**src/rtl/core/fsp_pkg.sv**
```systemverilog
`timescale 1ns / 1ps
`default_nettype none
package fsp_pkg;

   localparam int unsigned PAGE_WORDS_DEF = 64;
   localparam int unsigned ADDR_W = 24;

   // input item kinds
   localparam logic [1:0] KIND_CTRL = 2'd0;
   localparam logic [1:0] KIND_LPM  = 2'd1;
   localparam logic [1:0] KIND_SPM  = 2'd2;
   localparam logic [1:0] KIND_TICK = 2'd3;

   // result kinds
   localparam logic [1:0] RK_OVERRIDE   = 2'd0;
   localparam logic [1:0] RK_FLASH_READ = 2'd1;
   localparam logic [1:0] RK_WORD_WRITE = 2'd2;

   // control register bit positions
   localparam int unsigned CB_ENABLE  = 0;
   localparam int unsigned CB_ERASE   = 1;
   localparam int unsigned CB_WRITE   = 2;
   localparam int unsigned CB_LOCKSET = 3;
   localparam int unsigned CB_RWW     = 4;
   localparam int unsigned CB_SIGREAD = 5;

   localparam logic [2:0] ARM_TICKS = 3'd4;
   localparam logic [7:0] OSC_CAL   = 8'h55;

   localparam logic [ADDR_W-1:0] SERIAL_FIRST = 24'h00000E;
   localparam logic [ADDR_W-1:0] SERIAL_FINAL = 24'h000017;
   localparam logic [3:0] SERIAL_ORDER [10] = '{
      4'd1, 4'd0, 4'd3, 4'd2, 4'd5, 4'd4, 4'd0, 4'd6, 4'd7, 4'd8
   };

   typedef struct packed {
      logic [7:0]  fuse_low;
      logic [7:0]  fuse_high;
      logic [7:0]  fuse_extended;
      logic [7:0]  lock_byte;
      logic [23:0] device_signature;
      logic [63:0] serial_low_bytes;
      logic [15:0] serial_high_bytes;
      logic        has_rww_section;
   } fsp_cfg_type;

   typedef struct packed {
      logic accept;      // latch the item and snapshot the control bits
      logic ctrl_write;
      logic tick;
      logic clear_en;    // LPM or SPM drops the enable bit
      logic rem_step;
      logic lpm_load;
      logic base_load;
      logic slot_fill;
      logic emit_load;
      logic emit_erase;
      logic temp_clear;
   } fsp_cmd_type;

   typedef struct packed {
      logic [7:0] ctrl_bits;
      logic       has_rww;
      logic       rem_last;
      logic       out_free;
      logic       emit_last;
   } fsp_stat_type;

endpackage
`default_nettype wire

```
**src/rtl/core/fsp_ctrl.sv**
```systemverilog
`timescale 1ns / 1ps
`default_nettype none
module fsp_ctrl (
   input  wire                 clock,
   input  wire                 reset,
   input  wire                 req_valid,
   input  wire [1:0]           req_kind,
   output logic                req_ready,
   output fsp_pkg::fsp_cmd_type cmd,
   input  fsp_pkg::fsp_stat_type stat
);
   import fsp_pkg::*;

   typedef enum logic [2:0] {
      S_IDLE,
      S_LPM,
      S_REM,
      S_SETUP,
      S_EMIT
   } state_type;

   typedef enum logic [1:0] {
      OP_ERASE,
      OP_WRITE,
      OP_FILL
   } op_type;

   state_type state_ff, state_in;
   op_type    op_ff, op_in;
   logic      take;

   assign req_ready = (state_ff == S_IDLE);
   assign take      = req_valid && req_ready;

   always_comb begin
      state_in = state_ff;
      op_in    = op_ff;
      cmd      = '0;
      unique case (state_ff)
         S_IDLE: begin
            if (take) begin
               cmd.accept = 1'b1;
               unique case (req_kind)
                  KIND_CTRL: cmd.ctrl_write = 1'b1;
                  KIND_TICK: cmd.tick = 1'b1;
                  KIND_LPM: begin
                     cmd.clear_en = 1'b1;
                     state_in     = S_LPM;
                  end
                  KIND_SPM: begin
                     cmd.clear_en = 1'b1;
                     if (stat.ctrl_bits[CB_ENABLE]) begin
                        if (stat.ctrl_bits[CB_ERASE]) begin
                           op_in    = OP_ERASE;
                           state_in = S_EMIT;
                        end else if (stat.ctrl_bits[CB_WRITE]) begin
                           op_in    = OP_WRITE;
                           state_in = S_REM;
                        end else if (stat.ctrl_bits[CB_LOCKSET]) begin
                           // lock bit setting: drop
                        end else if (stat.has_rww && stat.ctrl_bits[CB_RWW]) begin
                           cmd.temp_clear = 1'b1;
                        end else begin
                           op_in    = OP_FILL;
                           state_in = S_REM;
                        end
                     end
                  end
                  default: ;
               endcase
            end
         end
         S_LPM: begin
            cmd.lpm_load = stat.out_free;
            if (stat.out_free) state_in = S_IDLE;
         end
         S_REM: begin
            cmd.rem_step = 1'b1;
            if (stat.rem_last) state_in = S_SETUP;
         end
         S_SETUP: begin
            if (op_ff == OP_WRITE) begin
               cmd.base_load = 1'b1;
               state_in      = S_EMIT;
            end else begin
               cmd.slot_fill = 1'b1;
               state_in      = S_IDLE;
            end
         end
         S_EMIT: begin
            cmd.emit_load  = stat.out_free;
            cmd.emit_erase = (op_ff == OP_ERASE);
            if (stat.out_free && stat.emit_last) begin
               cmd.temp_clear = (op_ff == OP_WRITE);
               state_in       = S_IDLE;
            end
         end
         default: state_in = S_IDLE;
      endcase
   end

   always_ff @(posedge clock) begin
      if (reset) begin
         state_ff <= S_IDLE;
         op_ff    <= OP_FILL;
      end else begin
         state_ff <= state_in;
         op_ff    <= op_in;
      end
   end

endmodule
`default_nettype wire

```
**src/rtl/core/fsp_dpath.sv**
```systemverilog
`timescale 1ns / 1ps
`default_nettype none
module fsp_dpath #(
   parameter int unsigned PAGE_WORDS = fsp_pkg::PAGE_WORDS_DEF
) (
   input  wire                    clock,
   input  wire                    reset,
   input  wire [7:0]              req_ctrl_value,
   input  wire [23:0]             req_z_address,
   input  wire [15:0]             req_r01_word,
   input  fsp_pkg::fsp_cfg_type   cfg,
   input  fsp_pkg::fsp_cmd_type   cmd,
   output fsp_pkg::fsp_stat_type  stat,
   input  wire                    rsp_ready,
   output logic                   rsp_valid,
   output logic [1:0]             rsp_result_kind,
   output logic [7:0]             rsp_read_byte,
   output logic [23:0]            rsp_flash_address,
   output logic [15:0]            rsp_write_word,
   output logic                   rsp_last
);
   import fsp_pkg::*;

   localparam int unsigned IDX_W = $clog2(PAGE_WORDS);
   localparam int unsigned REM_W = IDX_W + 2;
   localparam logic [REM_W-1:0] DIVISOR = REM_W'(2 * PAGE_WORDS);
   localparam logic [IDX_W-1:0] IDX_LAST = IDX_W'(PAGE_WORDS - 1);

   // control state
   logic [7:0]  control_bits_ff;
   logic [2:0]  countdown_ff;

   // latched item
   logic [7:0]        cb_ff;
   logic [ADDR_W-1:0] z_ff;
   logic [ADDR_W-1:0] zsh_ff;
   logic [15:0]       r01_ff;

   // remainder of Z by twice the page size, one byte a cycle
   logic [REM_W-1:0]  rem_ff, rem_in;
   logic [1:0]        rem_cnt_ff;

   // page stream
   logic [ADDR_W-1:0] addr_ff;
   logic [IDX_W-1:0]  idx_ff, idx_in;
   logic [IDX_W-1:0]  slot;

   // temp buffer
   logic [15:0]           page_mem [PAGE_WORDS];
   logic [15:0]           rd_ff;
   logic [PAGE_WORDS-1:0] used_ff;

   // output register
   logic              out_valid_ff;
   logic [1:0]        out_kind_ff;
   logic [7:0]        out_byte_ff;
   logic [ADDR_W-1:0] out_addr_ff;
   logic [15:0]       out_word_ff;
   logic              out_last_ff;

   logic              out_free;
   logic              lpm_hit;
   logic [7:0]        lpm_byte;
   logic [3:0]        serial_pos;
   logic [3:0]        serial_num;
   logic [15:0]       emit_word;

   function automatic logic [REM_W-1:0] rem_byte(input logic [REM_W-1:0] r,
                                                 input logic [7:0] b);
      logic [REM_W-1:0] t;
      t = r;
      for (int i = 7; i >= 0; i--) begin
         t = {t[REM_W-2:0], b[i]};
         if (t >= DIVISOR) t = t - DIVISOR;
      end
      return t;
   endfunction

   assign out_free = !out_valid_ff || rsp_ready;
   assign slot     = rem_ff[IDX_W:1];
   assign rem_in   = rem_byte(rem_ff, zsh_ff[ADDR_W-1 -: 8]);

   assign stat.ctrl_bits = control_bits_ff;
   assign stat.has_rww   = cfg.has_rww_section;
   assign stat.rem_last  = (rem_cnt_ff == 2'd2);
   assign stat.out_free  = out_free;
   assign stat.emit_last = (idx_ff == IDX_LAST);

   // control bits and enable timeout
   always_ff @(posedge clock) begin
      if (reset) begin
         control_bits_ff <= '0;
         countdown_ff    <= '0;
      end else if (cmd.ctrl_write) begin
         control_bits_ff <= req_ctrl_value;
         if (req_ctrl_value[CB_ENABLE]) countdown_ff <= ARM_TICKS;
      end else if (cmd.tick) begin
         if (countdown_ff != 3'd0) begin
            countdown_ff <= countdown_ff - 3'd1;
            if (countdown_ff == 3'd1) control_bits_ff[CB_ENABLE] <= 1'b0;
         end
      end else if (cmd.clear_en) begin
         if (control_bits_ff[CB_ENABLE]) countdown_ff <= '0;
         control_bits_ff[CB_ENABLE] <= 1'b0;
      end
   end

   // item latch, remainder and address
   always_ff @(posedge clock) begin
      if (cmd.accept) begin
         cb_ff   <= control_bits_ff;
         z_ff    <= req_z_address;
         zsh_ff  <= req_z_address;
         r01_ff  <= req_r01_word;
         addr_ff <= {req_z_address[ADDR_W-1:1], 1'b0};
      end else begin
         if (cmd.rem_step) zsh_ff <= {zsh_ff[ADDR_W-9:0], 8'h00};
         if (cmd.base_load) addr_ff <= z_ff - ADDR_W'(rem_ff);
         else if (cmd.emit_load) addr_ff <= addr_ff + 24'd2;
      end
   end

   always_ff @(posedge clock) begin
      if (reset) begin
         rem_ff     <= '0;
         rem_cnt_ff <= '0;
      end else if (cmd.accept) begin
         rem_ff     <= '0;
         rem_cnt_ff <= '0;
      end else if (cmd.rem_step) begin
         rem_ff     <= rem_in;
         rem_cnt_ff <= rem_cnt_ff + 2'd1;
      end
   end

   // read index runs one step ahead so rd_ff always matches idx_ff
   always_comb begin
      idx_in = idx_ff;
      if (cmd.accept) idx_in = '0;
      else if (cmd.emit_load && !stat.emit_last) idx_in = idx_ff + IDX_W'(1);
   end

   always_ff @(posedge clock) begin
      if (reset) idx_ff <= '0;
      else idx_ff <= idx_in;
   end

   always_ff @(posedge clock) begin
      if (cmd.slot_fill && !used_ff[slot]) page_mem[slot] <= r01_ff;
      rd_ff <= page_mem[idx_in];
   end

   always_ff @(posedge clock) begin
      if (reset || cmd.temp_clear) used_ff <= '0;
      else if (cmd.slot_fill) used_ff[slot] <= 1'b1;
   end

   // LPM override byte
   always_comb begin
      lpm_hit    = 1'b0;
      lpm_byte   = 8'h00;
      serial_pos = 4'(z_ff[4:0] - SERIAL_FIRST[4:0]);
      serial_num = SERIAL_ORDER[serial_pos];
      if (cb_ff[CB_ENABLE]) begin
         if (cb_ff[CB_LOCKSET]) begin
            lpm_hit = 1'b1;
            case (z_ff)
               24'd0:   lpm_byte = cfg.fuse_low;
               24'd1:   lpm_byte = cfg.lock_byte;
               24'd2:   lpm_byte = cfg.fuse_extended;
               24'd3:   lpm_byte = cfg.fuse_high;
               default: lpm_hit  = 1'b0;
            endcase
         end else if (cb_ff[CB_SIGREAD]) begin
            lpm_hit = 1'b1;
            if (z_ff == 24'd0) lpm_byte = cfg.device_signature[7:0];
            else if (z_ff == 24'd2) lpm_byte = cfg.device_signature[15:8];
            else if (z_ff == 24'd4) lpm_byte = cfg.device_signature[23:16];
            else if (z_ff == 24'd1) lpm_byte = OSC_CAL;
            else if (z_ff >= SERIAL_FIRST && z_ff <= SERIAL_FINAL) begin
               if (!serial_num[3])
                  lpm_byte = cfg.serial_low_bytes[{serial_num[2:0], 3'b000} +: 8];
               else
                  lpm_byte = cfg.serial_high_bytes[{serial_num[0], 3'b000} +: 8];
            end else lpm_hit = 1'b0;
         end
      end
   end

   assign emit_word = (cmd.emit_erase || !used_ff[idx_ff]) ? 16'hFFFF : rd_ff;

   // output register
   always_ff @(posedge clock) begin
      if (reset) begin
         out_valid_ff <= 1'b0;
      end else if (cmd.lpm_load || cmd.emit_load) begin
         out_valid_ff <= 1'b1;
      end else if (rsp_ready) begin
         out_valid_ff <= 1'b0;
      end
   end

   always_ff @(posedge clock) begin
      if (cmd.lpm_load) begin
         out_kind_ff <= lpm_hit ? RK_OVERRIDE : RK_FLASH_READ;
         out_byte_ff <= lpm_byte;
         out_addr_ff <= '0;
         out_word_ff <= '0;
         out_last_ff <= 1'b1;
      end else if (cmd.emit_load) begin
         out_kind_ff <= RK_WORD_WRITE;
         out_byte_ff <= '0;
         out_addr_ff <= addr_ff;
         out_word_ff <= emit_word;
         out_last_ff <= stat.emit_last;
      end
   end

   assign rsp_valid         = out_valid_ff;
   assign rsp_result_kind   = out_kind_ff;
   assign rsp_read_byte     = out_byte_ff;
   assign rsp_flash_address = out_addr_ff;
   assign rsp_write_word    = out_word_ff;
   assign rsp_last          = out_last_ff;

endmodule
`default_nettype wire

```
**src/rtl/core/flash_self_program_controller_core.sv**
```systemverilog
// Control writes and ticks: taken without leaving idle, no result beat.
// LPM: one beat, loaded from S_LPM into the result register once it is free. SPM fill:
// the remainder unit in S_REM, then the temp buffer write port in S_SETUP.
// SPM erase: PAGE_WORDS beats from S_EMIT, one per cycle while the receiver keeps up;
// SPM page write: address setup in S_REM and S_SETUP, then PAGE_WORDS beats as for erase.
// Reset clears control bits, timeout, slot-used flags and the result valid flag.
`timescale 1ns / 1ps
`default_nettype none
module flash_self_program_controller_core #(
   parameter int unsigned PAGE_WORDS = fsp_pkg::PAGE_WORDS_DEF
) (
   input  wire         clock,
   input  wire         reset,
   input  wire         req_valid,
   output logic        req_ready,
   input  wire [1:0]   req_kind,
   input  wire [7:0]   req_ctrl_value,
   input  wire [23:0]  req_z_address,
   input  wire [15:0]  req_r01_word,
   output logic        rsp_valid,
   input  wire         rsp_ready,
   output logic [1:0]  rsp_result_kind,
   output logic [7:0]  rsp_read_byte,
   output logic [23:0] rsp_flash_address,
   output logic [15:0] rsp_write_word,
   output logic        rsp_last,
   input  wire         csr_psel,
   input  wire         csr_penable,
   input  wire         csr_pwrite,
   input  wire [5:0]   csr_paddr,
   input  wire [63:0]  csr_pwdata,
   output logic [63:0] csr_prdata,
   output logic        csr_pready
);
   import fsp_pkg::*;

   localparam logic [2:0] CSR_FUSE_LOW   = 3'd0;
   localparam logic [2:0] CSR_FUSE_HIGH  = 3'd1;
   localparam logic [2:0] CSR_FUSE_EXT   = 3'd2;
   localparam logic [2:0] CSR_LOCK       = 3'd3;
   localparam logic [2:0] CSR_SIGNATURE  = 3'd4;
   localparam logic [2:0] CSR_SERIAL_LO  = 3'd5;
   localparam logic [2:0] CSR_SERIAL_HI  = 3'd6;
   localparam logic [2:0] CSR_HAS_RWW    = 3'd7;

   fsp_cfg_type  cfg_ff;
   fsp_cmd_type  cmd;
   fsp_stat_type stat;
   logic         csr_wr;
   logic [2:0]   csr_idx;

   assign csr_pready = 1'b1;
   assign csr_wr     = csr_psel && csr_penable && csr_pwrite && csr_pready;
   assign csr_idx    = csr_paddr[5:3];

   always_ff @(posedge clock) begin
      if (reset) begin
         cfg_ff.fuse_low          <= 8'hFF;
         cfg_ff.fuse_high         <= 8'hFF;
         cfg_ff.fuse_extended     <= 8'hFF;
         cfg_ff.lock_byte         <= 8'hFF;
         cfg_ff.device_signature  <= '0;
         cfg_ff.serial_low_bytes  <= '0;
         cfg_ff.serial_high_bytes <= '0;
         cfg_ff.has_rww_section   <= 1'b0;
      end else if (csr_wr) begin
         unique case (csr_idx)
            CSR_FUSE_LOW:  cfg_ff.fuse_low          <= csr_pwdata[7:0];
            CSR_FUSE_HIGH: cfg_ff.fuse_high         <= csr_pwdata[7:0];
            CSR_FUSE_EXT:  cfg_ff.fuse_extended     <= csr_pwdata[7:0];
            CSR_LOCK:      cfg_ff.lock_byte         <= csr_pwdata[7:0];
            CSR_SIGNATURE: cfg_ff.device_signature  <= csr_pwdata[23:0];
            CSR_SERIAL_LO: cfg_ff.serial_low_bytes  <= csr_pwdata;
            CSR_SERIAL_HI: cfg_ff.serial_high_bytes <= csr_pwdata[15:0];
            CSR_HAS_RWW:   cfg_ff.has_rww_section   <= csr_pwdata[0];
            default: ;
         endcase
      end
   end

   always_comb begin
      unique case (csr_idx)
         CSR_FUSE_LOW:  csr_prdata = 64'(cfg_ff.fuse_low);
         CSR_FUSE_HIGH: csr_prdata = 64'(cfg_ff.fuse_high);
         CSR_FUSE_EXT:  csr_prdata = 64'(cfg_ff.fuse_extended);
         CSR_LOCK:      csr_prdata = 64'(cfg_ff.lock_byte);
         CSR_SIGNATURE: csr_prdata = 64'(cfg_ff.device_signature);
         CSR_SERIAL_LO: csr_prdata = cfg_ff.serial_low_bytes;
         CSR_SERIAL_HI: csr_prdata = 64'(cfg_ff.serial_high_bytes);
         CSR_HAS_RWW:   csr_prdata = 64'(cfg_ff.has_rww_section);
         default:       csr_prdata = '0;
      endcase
   end

   fsp_ctrl u_ctrl (
      .clock     (clock),
      .reset     (reset),
      .req_valid (req_valid),
      .req_kind  (req_kind),
      .req_ready (req_ready),
      .cmd       (cmd),
      .stat      (stat)
   );

   fsp_dpath #(
      .PAGE_WORDS (PAGE_WORDS)
   ) u_dpath (
      .clock             (clock),
      .reset             (reset),
      .req_ctrl_value    (req_ctrl_value),
      .req_z_address     (req_z_address),
      .req_r01_word      (req_r01_word),
      .cfg               (cfg_ff),
      .cmd               (cmd),
      .stat              (stat),
      .rsp_ready         (rsp_ready),
      .rsp_valid         (rsp_valid),
      .rsp_result_kind   (rsp_result_kind),
      .rsp_read_byte     (rsp_read_byte),
      .rsp_flash_address (rsp_flash_address),
      .rsp_write_word    (rsp_write_word),
      .rsp_last          (rsp_last)
   );

   a_lpm_blocks: assert property (@(posedge clock) disable iff (reset)
      (req_valid && req_ready && req_kind == KIND_LPM) |=> !req_ready)
      else $error("LPM beat did not hold off the next item");

   a_single_read: assert property (@(posedge clock) disable iff (reset)
      (rsp_valid && rsp_result_kind != RK_WORD_WRITE) |-> rsp_last)
      else $error("LPM result not marked last");

   a_arm: assert property (@(posedge clock) disable iff (reset)
      (req_valid && req_ready && req_kind == KIND_CTRL && req_ctrl_value[CB_ENABLE])
      |=> stat.ctrl_bits[CB_ENABLE])
      else $error("enable bit not armed by control write");

   a_no_overwrite: assert property (@(posedge clock) disable iff (reset)
      (cmd.emit_load || cmd.lpm_load) |-> (!rsp_valid || rsp_ready))
      else $error("result register overwritten while waiting");

endmodule
`default_nettype wire

```
**config.mk**
```make
export PLATFORM = sky130hd
export DESIGN_NAME = flash_self_program_controller_core
export DESIGN_NICKNAME = d
export VERILOG_FILES = /design/src/rtl/core/fsp_pkg.sv /design/src/rtl/core/fsp_ctrl.sv /design/src/rtl/core/fsp_dpath.sv /design/src/rtl/core/flash_self_program_controller_core.sv
export SDC_FILE = /design/constraint.sdc
export NUM_CORES = 2
export LEC_CHECK = 0
export BUFFER_PORTS_ARGS = -buffer_cell sky130_fd_sc_hd__buf_2
export CORE_ASPECT_RATIO = 1.4
export CORE_UTILIZATION = 25
export CTS_CLUSTER_DIAMETER = 30
export DETAILED_ROUTE_END_ITERATION = 10
export PLACE_DENSITY = 0.4
export SLEW_MARGIN = 0
export SYNTH_ARGS = -nofsm -noshare
export SYNTH_HDL_FRONTEND = slang
export SYNTH_HIERARCHICAL = 1
export SYNTH_SLANG_ARGS = --single-unit
```
**constraint.sdc**
```tcl
create_clock -name clock -period 3.9 [get_ports clock]
set_input_delay 0.195 -clock clock [delete_from_list [all_inputs] [get_ports clock]]
set_output_delay 0.195 -clock clock [all_outputs]
set_load 0.005 [all_outputs]
```
# ---- Word-level counts from Yosys, hierarchy flattened
# Memories as Yosys holds them, arrays and structs flattened. A register that Yosys moved wholly into a read port is not among the register bits.
# Cells that the tools add are included.
dict set report classes {
  n_mux 100
  eq_ne 35
  addsub 14
  n_reduce_logical 45
  n_bitwise 2
  n_shift 2
  magnitude_cmp 14
}
# cell n
set op_table {}
lappend op_table {{64-bit case mux with 8 select lines} 1}
lappend op_table {{24-bit 2-to-1 mux} 5}
lappend op_table {{8-bit 2-to-1 mux} 12}
lappend op_table {{8-bit greater-or-equal comparator, second input constant} 8}
lappend op_table {{64-bit bitwise OR} 1}
lappend op_table {{64-bit by 7-bit variable part select with 8-bit output} 1}
lappend op_table {{7-bit 2-to-1 mux} 7}
lappend op_table {{7-bit by 1-bit subtractor with 7-bit output, second input constant} 7}
lappend op_table {{24-bit by 2-bit equality test with 1-bit output, second input constant} 2}
lappend op_table {{3-bit 2-to-1 mux} 16}
lappend op_table {{1-bit 2-to-1 mux} 37}
lappend op_table {{8-bit case mux with 4 select lines} 1}
lappend op_table {{24-bit by 2-bit adder with 24-bit output, second input constant} 1}
lappend op_table {{24-bit by 1-bit equality test with 1-bit output, second input constant} 1}
lappend op_table {{24-bit by 3-bit equality test with 1-bit output, second input constant} 1}
lappend op_table {{24-bit by 4-bit greater-or-equal comparator with 1-bit output, second input constant} 1}
lappend op_table {{24-bit by 5-bit <= comparator with 1-bit output, second input constant} 1}
lappend op_table {{24-bit zero test} 1}
lappend op_table {{24-bit by 8-bit subtractor with 24-bit output} 1}
lappend op_table {{16-bit 2-to-1 mux} 1}
lappend op_table {{2-bit 2-to-1 mux} 8}
lappend op_table {{4-bit 2-to-1 mux} 4}
lappend op_table {{2-bit AND reduction} 8}
lappend op_table {{16-bit by 5-bit variable part select with 8-bit output} 1}
lappend op_table {{other kinds (41)} 85}
dict set report totals {
  memories 2
  rom_bits 64
  ramBits 1024
  input_bits 127
  word_cells 243
  ff_bits 377
}
# name words word_bits read_ports rd_ports_with_merged_regs wr line_no
set memory_table {}
lappend memory_table {u_dpath.page_mem 64 16 1 1 1 fsp_dpath.sv:49} ;# logic [15:0] page_mem [PAGE_WORDS];
lappend memory_table {{(no name shown)} 16 4 1 0 0 fsp_dpath.sv:163} ;# serial_num = SERIAL_ORDER[serial_pos];

# ---- Logic depth before layout (Yosys ltp)
dict set report logic_depth {
  word_depth 16
  mapped_depth 17
  depth_no_buf 11
}

# ---- Hierarchy
# Netlist, hierarchy kept.
# mod instances cells_per_inst area_each_um2
set modules_own_cells {}
lappend modules_own_cells {fsp_dpath 1 4091 52618.0}
lappend modules_own_cells {flash_self_program_controller_core 1 762 5904.4}
lappend modules_own_cells {fsp_ctrl 1 63 495.5}

# ---- Worst setup path before layout
# Ideal clock, no wire load.
dict set report synth_timing {
  kind {register to register}
  from {reg u_ctrl.state_ff[1]}
  to {reg u_dpath.rd_ff[4] (read register of u_dpath.page_mem)}
  t_required_ns 3.839
  arrival_ns 3.955
  setup_time_ns 0.061
  n_path_buf 6
  slack_ns -0.115
  synth_period_minus_slack_ns 4.015
  stages_incl_launch_ff 14
  cell_sequence {dfxtp_1 -> buf_6 -> nor3_4 -> and2_1 -> buf_2 -> clkinv_1 -> o211ai_2 -> buf_2 -> buf_2 -> buf_2 -> clkbuf_1 -> mux4_2 -> nand2_1 -> and4_1}
}
# item line_no
set synth_lines {}
lappend synth_lines {{from (decl)} fsp_ctrl.sv:28} ;# state_type state_ff, state_in;
lappend synth_lines {{from (signal assigned)} fsp_ctrl.sv:107} ;# state_ff <= state_in;
lappend synth_lines {{to (decl)} fsp_dpath.sv:50} ;# logic [15:0] rd_ff;

==> reports/qor.yml <==
run_status: "completed"
mappedNetlistArea_um2: 59000
groute.usage.overall_pct: 16.6
globalRoute.totalOverflow: 0
leading_cell_types_in_the_layout_fill_and_taps_excluded: "sky130_fd_sc_hd__edfxtp_1 (1,121), sky130_fd_sc_hd__nand2_1 (1,104), sky130_fd_sc_hd__a21oi_1 (348)"
groute.layer.met2.usage_pct: 29.4
setup_skew_after_layout_ns: 0.0627
maximum_number_of_pins_on_one_net_before_global_route_repair: 93
finalNetCount: 5782
num_vias: 41900
post-route-min-period_ns: 3.79
synthesis.instances: 4910
p_leak_nw: 28.0
data_required_critical_path_ns: 4.68
worstReg2RegStart: "u_ctrl/state_ff[2]$_SDFFE_PP0P_"
finalSetupViolations: 0
post-place-ws_ns: 0.115
drv_cap: 0
grtUsageMet1_pct: 19.8
design.die.area_um2: 238000
port_buffers: 238
area_delta_synth_final_pct: 33.7
antenna_violation_net_count_after_detailed_routing: 0
core_box_area_um2: 234000
gp_congestion: 0.860
worstSkewPairLatency_ns: 0.85
count_of_unresolved_drc_violations_after_routing: 0
dp.final_hpwl_um: 128000
layout-drive-gt1-share_pct: 21.0
grt_first_pass_wirelength_um: 293000
tritoncts_clock_tree: "done"
grt_antenna_before_repair: 4
holdPathEnd: "u_ctrl/state_ff[1]$_SDFFE_PP0P_"
timing.reg2reg.setup_slack_ns: 0.11
cts_num_sinks: 1411
yosys_warnings: 6
first_global_vias: 42600
slew_viol_final: 0
grt_setup_unrepaired: "no"
fin_ws_ns: 0.106
io-pin-count: 245
cts_root_buf: "sky130_fd_sc_hd__clkbuf_16"
netSwitchingPower_mw: 10.0
finalHoldViolations: 0
worst_slew_margin_rel_pct: 21.4
worstReg2RegEnd: "u_dpath/rd_ff[15]$_DFF_P_"
startpoint_type_of_the_worst_setup_path: "register"
fmax_ghz: 0.264
avgSynthCellArea_um2: 12.0
synth.net_count: 5057
detail_route.iter0.violations: 2746
cts_max_path_buffers: 4
worst_setup_path_end_kind: "register"
crit_path_max_fanout: 18
power.density_nw_per_um2: 590
share_seq_of_total_power_pct: 36.1
post_drt_via_cell_ratio: 4.66
dr.pass1.iters: 5
core.rowCount: 210
groute.layer.met3.usage_pct: 2.61
final_design_area_no_fill_um2: 78800
comb_pwr_share_pct: 3.4
floorplan.initialDensity_pct: 25.2
vdd.ir_drop.worst_mv: 0.344
hold_path.class: "input pin to register"
hold_start: "req_kind[0]"
p_sw_share_pct: 21.6
crit_path_cell_trace: "and3_4 -> or3b_2 -> mux2i_1 -> buf_4 -> nor2_4 -> buf_4 -> nand3_1 -> a21oi_1 -> or4_1 -> a211oi_1 -> and4_1"
placement.cell_area_um2: 66000
drt-wirelength-per-cell_um: 22.5
finalSetupTns_ns: 0
cts_setup_buffers: 0
critical-path-slowest-cell: "sky130_fd_sc_hd__a211oi_1"
cell_internal_pwr_mw: 36.5
setup.worst_path.class: "register to register"
p_total_mw: 46.5
timing.critical_path.slowest_cell_delay_ns: 0.73
fin_crit_sh_pct: 97.3
rr_worst_depth: 11
cts.htree.levels: 5
worstMarginPinSlew_ns: 1.18
clkTransAtPathRegs_ns: 0.04
grt_busiest_layer: "met2"
crit_top_cell: "sky130_fd_sc_hd__buf_4"
hold-path-cell-count: 5
final_routed_wirelength_across_all_metal_layers_um: 203000
cts_made_buffers: 343
chipHeight_um: 577
die_x_um: 412
critical_path_arrival_ns: 4.57
power_frac_clock_pct: 60.5
layout.cells.most_common: "sky130_fd_sc_hd__edfxtp_1"
-- power by group through the flow --
stage	Combinational, mW	Sequential (mW)	Clock (mW)
2_1_floorplan	0.614	17.1	0
3_3_place_gp	1.46	17.1	0
3_5_place_dp	1.48	17.1	0
4_1_cts	1.59	16.8	28.7
5_1_grt	1.69	16.8	29.4
6_report	1.56	16.8	28.1
-- stage by stage --
| step | hold WS [ns] | util [%] | cells |
|---|---|---|---|
| after global routing | 0.0865 | 33.7 | 8985 |
| after global placement | 0.372 | 28.2 | 8228 |
| after detailed placement | 0.374 | 28.2 | 8228 |
| final | 0.100 | 33.7 | 8989 |
| after floorplan | 0.264 | - | 4910 |
| after CTS | 0.0365 | 33.7 | 8984 |
-- area by class of cell --
cell class	instances	area (µm²)
clock buffer	429	9140
tap	3074	3850
sequential	1411	39500
fill	23200	155000
antenna	5	12.5
clock inverter	191	2310
multi-input combinational	3118	17900
inverter	68	255
timing repair buffer	693	5840
-- critical path, delay by kind of cell, from the launching register on --
kind	cells	cell delay, ns
AO/OA/AOI/OAI	2	0.84
buffers and inverters	2	0.39
flip-flops	1	0.48
multiplexers	1	0.18
AND/OR/NAND/NOR	6	1.83
-- metal layers --
metal  vias to the layer above  routed length [µm]
li1                      19500                   -
met4                         2                7890
met5                         -                  13
met1                     20900               83200
met2                      1214              102000
met3                       352                9370
-- timing repair --
action                                 in CTS  in global routing
endpoints found under the hold margin     237                  0
setup endpoints to repair                   0                199
gates resized for setup                     0                  2
hold buffers                              136                  0
-- sequential cells by signal (all words and copies together) (netlist names), 8 cells and up, named ones only --
register	flops
u_dpath/rsp_read_byte	8
u_dpath/addr_ff	23
u_dpath/used_ff	64
u_dpath/rsp_flash_address	24
u_dpath/r01_ff	16
u_dpath/rd_ff	16
u_dpath/rem_ff	8
cfg_ff	137
u_dpath/zsh_ff	21
u_dpath/page_mem	1024
u_dpath/rsp_write_word	16
u_dpath/z_ff	24
-- how the worst max path moves through the flow --
stage	from	depth (start not counted)	to
final	u_ctrl/state_ff[2]$_SDFFE_PP0P_	11	u_dpath/rd_ff[15]$_DFF_P_
after global routing	u_ctrl/state_ff[0]$_SDFFE_PP0P_	12	u_dpath/rd_ff[2]$_DFF_P_
after CTS	u_dpath/rem_ff[3]$_SDFFE_PP0P_	10	u_dpath/page_mem[28][6]$_DFFE_PP_
after detailed placement	u_dpath/rem_ff[3]$_SDFFE_PP0P_	10	u_dpath/page_mem[28][11]$_DFFE_PP_
after global placement	u_ctrl/state_ff[0]$_SDFFE_PP0P_	12	u_dpath/rd_ff[2]$_DFF_P_
after floorplan	u_ctrl/state_ff[1]$_SDFFE_PP0P_	13	u_dpath/rd_ff[4]$_DFF_P_
No activity file was read; power rests on OpenSTA's default activity.
